===== src/hw/rtl/cwc_pkg.sv =====
// ----------------------------------------------------------------------------
// cwc_pkg
// Shared types, codes and helpers for the collation weight comparator.
// ----------------------------------------------------------------------------
package cwc_pkg;

   localparam int TableDepthDefault = 1024;

   localparam int CodeW = 21;
   localparam int PriW  = 16;
   localparam int SecW  = 8;
   localparam int TerW  = 8;
   localparam int WgtW  = PriW + SecW + TerW;
   localparam int CntCfgW = 11;

   // opcodes
   localparam logic OpLoad    = 1'b0;
   localparam logic OpCompare = 1'b1;

   // register indexes
   localparam logic [1:0] CsrTableEnabled = 2'd0;
   localparam logic [1:0] CsrTableEntries = 2'd1;
   localparam logic [1:0] CsrStrength     = 2'd2;

   // strength levels
   localparam logic [1:0] StrengthPrimary  = 2'd0;
   localparam logic [1:0] StrengthTertiary = 2'd2;
   localparam logic [1:0] StrengthReset    = 2'd2;

   // order codes
   localparam logic signed [1:0] OrderLess    = -2'sd1;
   localparam logic signed [1:0] OrderEqual   = 2'sd0;
   localparam logic signed [1:0] OrderGreater = 2'sd1;

   // fallback weights
   localparam logic [PriW-1:0] PrimaryMax    = 16'hFFFF;
   localparam logic [PriW-1:0] MissBase      = 16'd350;
   localparam logic [CodeW-1:0] AsciiLimit   = 21'd128;

   typedef struct packed {
      logic [CodeW-1:0] code;
      logic [PriW-1:0]  primary;
      logic [SecW-1:0]  secondary;
      logic [TerW-1:0]  tertiary;
   } cwc_entry_type;

   typedef struct packed {
      logic       table_enabled;
      logic [1:0] strength;
   } cwc_cfg_type;

   typedef struct packed {
      logic             start;
      logic [CodeW-1:0] code;
   } cwc_srch_req_type;

   typedef struct packed {
      logic            done;
      logic [WgtW-1:0] weight;
   } cwc_srch_rsp_type;

   typedef enum logic [1:0] {
      ST_IDLE,
      ST_LOOK_A,
      ST_LOOK_B,
      ST_DECIDE
   } cwc_state_type;

   typedef enum logic {
      SS_IDLE,
      SS_PROBE
   } cwc_srch_state_type;

   // primary weight of a code point that is not in the table
   function automatic logic [PriW-1:0] miss_primary(input logic [CodeW-1:0] code);
      logic [PriW-1:0] ascii;
      ascii = {6'b0, code[6:0], 3'b0} + {8'b0, code[6:0], 1'b0};
      if (code < AsciiLimit) begin
         return ascii;
      end else begin
         return MissBase + {4'b0, code[11:0]};
      end
   endfunction

endpackage


===== src/hw/rtl/cwc_search.sv =====
// ----------------------------------------------------------------------------
// cwc_search
// Shared lookup unit: bisects an enabled, non-empty weight table, one probe per
// cycle, and returns the strength-masked packed weight of one code point.
// ----------------------------------------------------------------------------
module cwc_search #(
   parameter int TABLE_DEPTH = cwc_pkg::TableDepthDefault,
   localparam int AddrW = (TABLE_DEPTH > 1) ? $clog2(TABLE_DEPTH) : 1,
   localparam int CntW  = $clog2(TABLE_DEPTH + 1)
) (
   input  logic                      clock,
   input  logic                      reset,
   input  cwc_pkg::cwc_cfg_type      cfg,
   input  logic [CntW-1:0]           limit,
   input  cwc_pkg::cwc_srch_req_type srch_req,
   output cwc_pkg::cwc_srch_rsp_type srch_rsp,
   output logic [AddrW-1:0]          rd_addr,
   input  cwc_pkg::cwc_entry_type    rd_data
);
   import cwc_pkg::*;

   cwc_srch_state_type state_ff, state_in;
   logic [CntW-1:0]    lo_ff, lo_in, hi_ff, hi_in, mid_ff, mid_in;
   logic [CntW-1:0]    lo_n, hi_n, mid_n;
   logic [CodeW-1:0]   code_ff, code_in;
   logic [PriW-1:0]    pri_ff, pri_in;
   logic [SecW-1:0]    sec_ff, sec_in;
   logic [TerW-1:0]    ter_ff, ter_in;
   logic               done_ff, done_in;

   always_ff @(posedge clock) begin
      if (reset) begin
         state_ff <= SS_IDLE;
         done_ff  <= 1'b0;
      end else begin
         state_ff <= state_in;
         done_ff  <= done_in;
      end
      lo_ff   <= lo_in;
      hi_ff   <= hi_in;
      mid_ff  <= mid_in;
      code_ff <= code_in;
      pri_ff  <= pri_in;
      sec_ff  <= sec_in;
      ter_ff  <= ter_in;
   end

   always_comb begin
      state_in = state_ff;
      lo_in    = lo_ff;
      hi_in    = hi_ff;
      mid_in   = mid_ff;
      code_in  = code_ff;
      pri_in   = pri_ff;
      sec_in   = sec_ff;
      ter_in   = ter_ff;
      done_in  = 1'b0;
      rd_addr  = mid_ff[AddrW-1:0];
      lo_n     = lo_ff;
      hi_n     = hi_ff;
      mid_n    = mid_ff;
      unique case (state_ff)
         SS_IDLE: begin
            if (srch_req.start) begin
               code_in = srch_req.code;
               sec_in  = '0;
               ter_in  = '0;
               if (!cfg.table_enabled) begin
                  pri_in  = (srch_req.code > {5'b0, PrimaryMax}) ? PrimaryMax
                                                                 : srch_req.code[PriW-1:0];
                  done_in = 1'b1;
               end else if (limit == '0) begin
                  pri_in  = miss_primary(srch_req.code);
                  done_in = 1'b1;
               end else begin
                  lo_in    = '0;
                  hi_in    = limit;
                  mid_in   = limit >> 1;
                  rd_addr  = mid_in[AddrW-1:0];
                  state_in = SS_PROBE;
               end
            end
         end
         SS_PROBE: begin
            if (rd_data.code == code_ff) begin
               pri_in   = rd_data.primary;
               sec_in   = rd_data.secondary;
               ter_in   = rd_data.tertiary;
               done_in  = 1'b1;
               state_in = SS_IDLE;
            end else begin
               if (rd_data.code < code_ff) begin
                  lo_n = mid_ff + CntW'(1);
               end else begin
                  hi_n = mid_ff;
               end
               mid_n = lo_n + ((hi_n - lo_n) >> 1);
               if (lo_n < hi_n) begin
                  lo_in   = lo_n;
                  hi_in   = hi_n;
                  mid_in  = mid_n;
                  rd_addr = mid_n[AddrW-1:0];
               end else begin
                  pri_in   = miss_primary(code_ff);
                  sec_in   = '0;
                  ter_in   = '0;
                  done_in  = 1'b1;
                  state_in = SS_IDLE;
               end
            end
         end
         default: begin
            state_in = SS_IDLE;
         end
      endcase
   end

   assign srch_rsp.done   = done_ff;
   assign srch_rsp.weight = {pri_ff,
                             (cfg.strength != StrengthPrimary) ? sec_ff : '0,
                             (cfg.strength >= StrengthTertiary) ? ter_ff : '0};

   a_start_when_idle: assert property (@(posedge clock) disable iff (reset)
      srch_req.start |-> state_ff == SS_IDLE)
      else $error("lookup started while a search runs");

   a_probe_bounds: assert property (@(posedge clock) disable iff (reset)
      state_ff == SS_PROBE |-> (lo_ff <= mid_ff) && (mid_ff < hi_ff))
      else $error("probe index outside the search window");

   a_done_ends_search: assert property (@(posedge clock) disable iff (reset)
      done_in |=> state_ff == SS_IDLE)
      else $error("search still running after its result");

endmodule


===== config.mk =====
export PLATFORM = sky130hd
export DESIGN_NAME = cwc_search
export DESIGN_NICKNAME = d
export VERILOG_FILES = /design/src/hw/rtl/cwc_pkg.sv /design/src/hw/rtl/cwc_search.sv
export SDC_FILE = /design/constraint.sdc
export NUM_CORES = 1
export LEC_CHECK = 0
export ABC_AREA = 1
export BUFFER_PORTS_ARGS = -buffer_cell sky130_fd_sc_hd__buf_2
export CAP_MARGIN = 5
export CORE_AREA = 2 2 203 125
export CTS_CLUSTER_SIZE = 40
export DETAILED_ROUTE_END_ITERATION = 6
export DIE_AREA = 0 0 205 127
export SLEW_MARGIN = 5
export SYNTH_ARGS = -nofsm -noshare
export SYNTH_HDL_FRONTEND = slang
export SYNTH_SLANG_ARGS = --single-unit

===== constraint.sdc =====
create_clock -name clock -period 7.4 [get_ports clock]
set_clock_uncertainty 0.05 [all_clocks]
set_input_delay 1.48 -clock clock [delete_from_list [all_inputs] [get_ports clock]]
set_output_delay 1.48 -clock clock [all_outputs]
set_load 0.02 [all_outputs]

==> impl_results.html <==
<table>
<tr><th>Metric</th><th>Value</th></tr>
<tr><th colspan="2">Status</th></tr>
<tr><td>Run status</td><td>completed</td></tr>
<tr><th colspan="2">GRT</th></tr>
<tr><td>Number of global-route vias before repair</td><td>roughly 6.3k</td></tr>
<tr><td>GR Overflow Total</td><td>0</td></tr>
<tr><td>Global-route wire length before repair</td><td>roughly 36000 microns</td></tr>
<tr><td>Antenna violations before repair</td><td>0</td></tr>
<tr><td>Pin count of the biggest net entering global routing</td><td>42</td></tr>
<tr><td>All-Layer GR Usage</td><td>a little under a fifth</td></tr>
<tr><th colspan="2">Cells and area</th></tr>
<tr><td>Most common cell after layout, fill and taps aside</td><td>sky130_fd_sc_hd__nand2_1</td></tr>
<tr><td>Area taken by multi-input logic gates</td><td>roughly 3900 sq um</td></tr>
<tr><td>Non-filler instance count after layout</td><td>roughly 1.4k</td></tr>
<tr><td>Final design area excluding fillers</td><td>about 8700 sq um</td></tr>
<tr><td>Layout overhead on the synthesized area</td><td>21.7%</td></tr>
<tr><td>Number of nets in the final layout</td><td>~1.2k</td></tr>
<tr><td>Sequential cell area in the final layout</td><td>between 2000 and 3000 sq um</td></tr>
<tr><td>Share of cells above drive strength 1</td><td>about a fifth</td></tr>
<tr><td>Most frequent cells in the layout</td><td>sky130_fd_sc_hd__nand2_1, sky130_fd_sc_hd__inv_1, sky130_fd_sc_hd__buf_2</td></tr>
<tr><td>Layout filler cell count</td><td>between 2k and 3k</td></tr>
<tr><td>Antenna Diode Count</td><td>0</td></tr>
<tr><th colspan="2">Clock network</th></tr>
<tr><td>Clock-pin slew on the worst setup and hold paths</td><td>approximately 0.070 ns</td></tr>
<tr><td># H-tree levels</td><td>3</td></tr>
<tr><td>Worst-skew pair later-pin latency</td><td>~0.37 ns</td></tr>
<tr><td>CTS max path bufs</td><td>2</td></tr>
<tr><td>Cell at the root of the clock tree</td><td>sky130_fd_sc_hd__clkbuf_16</td></tr>
<tr><td># clock sinks</td><td>approximately 90</td></tr>
<tr><td>TritonCTS clock tree</td><td>built</td></tr>
<tr><td>Number of buffers created by CTS</td><td>9</td></tr>
<tr><td>Number of hold-repair buffers added at the cts stage</td><td>0</td></tr>
<tr><th colspan="2">Synthesis</th></tr>
<tr><td>Top FF cell, synth</td><td>sky130_fd_sc_hd__edfxtp_1</td></tr>
<tr><td>Area contributors post-synth</td><td>sky130_fd_sc_hd__edfxtp_1, sky130_fd_sc_hd__nand2_1, sky130_fd_sc_hd__ha_1, sky130_fd_sc_hd__inv_1, sky130_fd_sc_hd__o21ai_0</td></tr>
<tr><td>Cell area after synthesis</td><td>7150 sq um</td></tr>
<tr><td>Share of synthesized registers carrying an async set or reset</td><td>0%</td></tr>
<tr><td>Number of synthesized flops with an enable pin</td><td>86</td></tr>
<tr><td>Total number of yosys warnings</td><td>0</td></tr>
<tr><td>Net count after synthesis</td><td>~1.1k</td></tr>
<tr><td>Post-synth cell types</td><td>50</td></tr>
<tr><td>Post-synthesis register bit count</td><td>88</td></tr>
<tr><td>Top cell type by total area after synthesis</td><td>sky130_fd_sc_hd__edfxtp_1</td></tr>
<tr><td>Sequential share of the synthesized area</td><td>a little under two fifths</td></tr>
<tr><td>Synthesized area divided by synthesized cell count</td><td>between 7 and 8 sq um</td></tr>
<tr><td>Gate Count Post-Synth</td><td>approximately 940</td></tr>
<tr><td>Area share of the leading cell type in the synthesized netlist</td><td>a little over a third</td></tr>
<tr><th colspan="2">STA</th></tr>
<tr><td>Crit share post-route</td><td>approximately 96%</td></tr>
<tr><td>Fin. Hold Viols</td><td>0</td></tr>
<tr><td>Setup Viol. Count Final</td><td>0</td></tr>
<tr><td>Max-slew violation count</td><td>0</td></tr>
<tr><td>Post-route minimum period</td><td>just over 7 ns</td></tr>
<tr><td>Worst path setup slack after routing</td><td>about 0.31 ns</td></tr>
<tr><td>Transition time of the tightest slew-check pin</td><td>between 1 and 1.5 ns</td></tr>
<tr><td>Achievable clock frequency</td><td>roughly 140 MHz</td></tr>
<tr><td>Headroom to the max-slew limit</td><td>21.6%</td></tr>
<tr><th colspan="2">Die</th></tr>
<tr><td>Die width</td><td>between 200 and 250 microns</td></tr>
<tr><td>Die Height</td><td>approximately 130 microns</td></tr>
<tr><td>Initial cell density of the core</td><td>29.8%</td></tr>
<tr><td>Core Footprint</td><td>approximately 24000 sq um</td></tr>
<tr><td>Die area</td><td>around 26000 sq um</td></tr>
<tr><td>Total I/O pin count</td><td>about 130</td></tr>
<tr><td>Row Count</td><td>44</td></tr>
<tr><th colspan="2">Drt</th></tr>
<tr><td>Antenna-violating nets left</td><td>0</td></tr>
<tr><td>WL per Instance</td><td>approximately 17 microns</td></tr>
<tr><td>Number of remaining DRC errors</td><td>0</td></tr>
<tr><td>Initial DRT Pass Iterations</td><td>5</td></tr>
<tr><td>Vias per Instance</td><td>4.96</td></tr>
<tr><td>Total vias in the final route</td><td>between 6k and 7k</td></tr>
<tr><td>Number of DRC violations after detailed-routing iteration 0</td><td>775</td></tr>
<tr><td>Total wirelength of the detailed-routed design</td><td>23300 microns</td></tr>
<tr><th colspan="2">Power</th></tr>
<tr><td>Leak Pwr</td><td>approximately 4.2 nW</td></tr>
<tr><td>Pwr Density</td><td>306 nW/um^2</td></tr>
<tr><td>Max rail drop VDD</td><td>0.159 mV</td></tr>
<tr><th colspan="2">Placed design</th></tr>
<tr><td>Pre-CTS setup slack</td><td>between 0.015 and 0.02 ns</td></tr>
<tr><td>Buffers on Ports</td><td>between 100 and 150</td></tr>
<tr><td>Final HPWL DP</td><td>18800 microns</td></tr>
<tr><td>Routability cong.</td><td>approximately 0.94</td></tr>
<tr><td>Placed Cells</td><td>~1.4k</td></tr>
<tr><td>Total cell area at the placement stage</td><td>around 8300 sq um</td></tr>
<tr><th colspan="2">Setup path</th></tr>
<tr><td>Crit path buffers/inverters</td><td>5</td></tr>
<tr><td>Setup Crit Path Kind</td><td>input port to output port</td></tr>
<tr><td>Highest-delay cell along the critical path</td><td>sky130_fd_sc_hd__ha_1</td></tr>
<tr><td>Nature of the critical path startpoint</td><td>input port</td></tr>
<tr><td>Required arrival time at the worst endpoint</td><td>approximately 5.9 ns</td></tr>
<tr><td>Type of element capturing the critical path</td><td>output port</td></tr>
<tr><td>Worst Path Max Fanout</td><td>16</td></tr>
<tr><td>Top delay family on crit path</td><td>simple AND/OR/NAND/NOR gates</td></tr>
<tr><td>Biggest cell delay along the critical path</td><td>0.32 ns</td></tr>
<tr><td>Arrival time of data at the critical path endpoint</td><td>between 5 and 6 ns</td></tr>
<tr><th colspan="2">Flow run</th></tr>
<tr><td>Reported max-cap violation count</td><td>0</td></tr>
<tr><th colspan="2">Worst hold path</th></tr>
<tr><td>Worst min-delay path category</td><td>flip-flop to flip-flop</td></tr>
</table>
cells in the mapped netlist (6+ instances only):
cell type / number
sky130_fd_sc_hd__o21ai_0: 78
sky130_fd_sc_hd__edfxtp_1: 86
sky130_fd_sc_hd__xor2_1: 25
sky130_fd_sc_hd__nand3_1: 44
sky130_fd_sc_hd__nand2_1: 201
sky130_fd_sc_hd__nand4_1: 24
sky130_fd_sc_hd__nor3_1: 13
sky130_fd_sc_hd__o21ai_1: 6
sky130_fd_sc_hd__clkbuf_1: 17
sky130_fd_sc_hd__or2_2: 10
sky130_fd_sc_hd__inv_1: 148
sky130_fd_sc_hd__ha_1: 55
sky130_fd_sc_hd__nor2_1: 93
sky130_fd_sc_hd__nand2_2: 18
sky130_fd_sc_hd__a21oi_1: 34
worst reg2reg max path: cells and delay by family (launching register included):
family | cells | cell delay (ns)
fa+ha+maj | 3 | 1.07
buf+inv | 6 | 0.61
compound gates | 3 | 0.40
xor+xnor | 1 | 0.08
flops | 1 | 0.50
simple gates | 20 | 1.84
report_power, final:
group          internal (mW)  switching (mW)  leakage [nW]  total [mW]
logic                  0.535           0.954          3.19        1.49
registers              0.645          0.0315         0.853       0.676
clock network          0.270           0.231         0.154       0.500
total                   1.45            1.22          4.20        2.66
state kept, by name, indices dropped and copies added, names as in the netlist:
| signal | flops |
|---|---|
| ter_ff | 8 |
| lo_ff | 11 |
| code_ff | 21 |
| state_ff | 1 |
| done_ff | 1 |
| mid_ff | 11 |
| pri_ff | 16 |
| hi_ff | 11 |
| sec_ff | 8 |
area by class of cell:
class,count,area share [%]
clock buffers,9,2.59
clock inverters,7,0.964
inverters,152,6.56
multi-input cells,674,45.2
flip-flops and latches,88,30.2
well taps,322,4.63
repair buffers,157,9.87
metrics by stage:
step / power [mW] / TNS (ns) / util (%) / hold slack (ns)
4_1_cts: 2.61 / 0 / 35.8 / 0.658
3_3_place_gp: 2.08 / 0 / 34.5 / 0.642
6_report: 2.66 / 0 / 36.2 / 0.652
2_1_floorplan: 1.66 / 0 / - / 0.561
5_1_grt: 2.86 / -0.0216 / 36.2 / 0.701
3_5_place_dp: 2.09 / 0 / 34.5 / 0.638
metal layers:
| layer | track usage (%) | vias up | share of wire [%] |
|---|---|---|---|
| met5 | 0 | - | 0 |
| met4 | 3.64 | 0 | 0.96 |
| met3 | 4.13 | 18 | 9.8 |
| met2 | 22.3 | 298 | 36 |
| met1 | 30.7 | 3254 | 53 |
| li1 | - | 3419 | - |
logic make-up (layout without fill, tap and decap cells):
logic type / Yosys count / in the layout / share of synthesized area [%]
buffers and inverters: 173 / 325 / 9.19
and+or+nand+nor: 427 / 427 / 27.0
xor gates and xnor gates: 31 / 31 / 3.90
DFF: 88 / 88 / 36.7
adders and majority gates: 59 / 59 / 10.7
AOI/OAI and AO/OA: 157 / 157 / 12.4
final timing paths:
| check | cells past startpoint | from | slack (ns) | to |
|---|---|---|---|---|
| setup / recovery | 28 | rd_data[52] | 0.31 | rd_addr[9] |
| hold reg to reg | 3 | lo_ff[7] | 0.65 | lo_ff[7] |
| hold / removal | 3 | lo_ff[7] | 0.65 | lo_ff[7] |
| setup reg to reg | 33 | code_ff[6] | 2.61 | mid_ff[10] |
what timing repair did:
item                                    in CTS  in global routing
buffers inserted                             0                  6
endpoints found under the setup margin       1                  4
gates resized for setup                      1                 13
gates cloned                                 0                  0
pin swaps                                    0                  7
No activity file was read; power rests on OpenSTA's default activity.
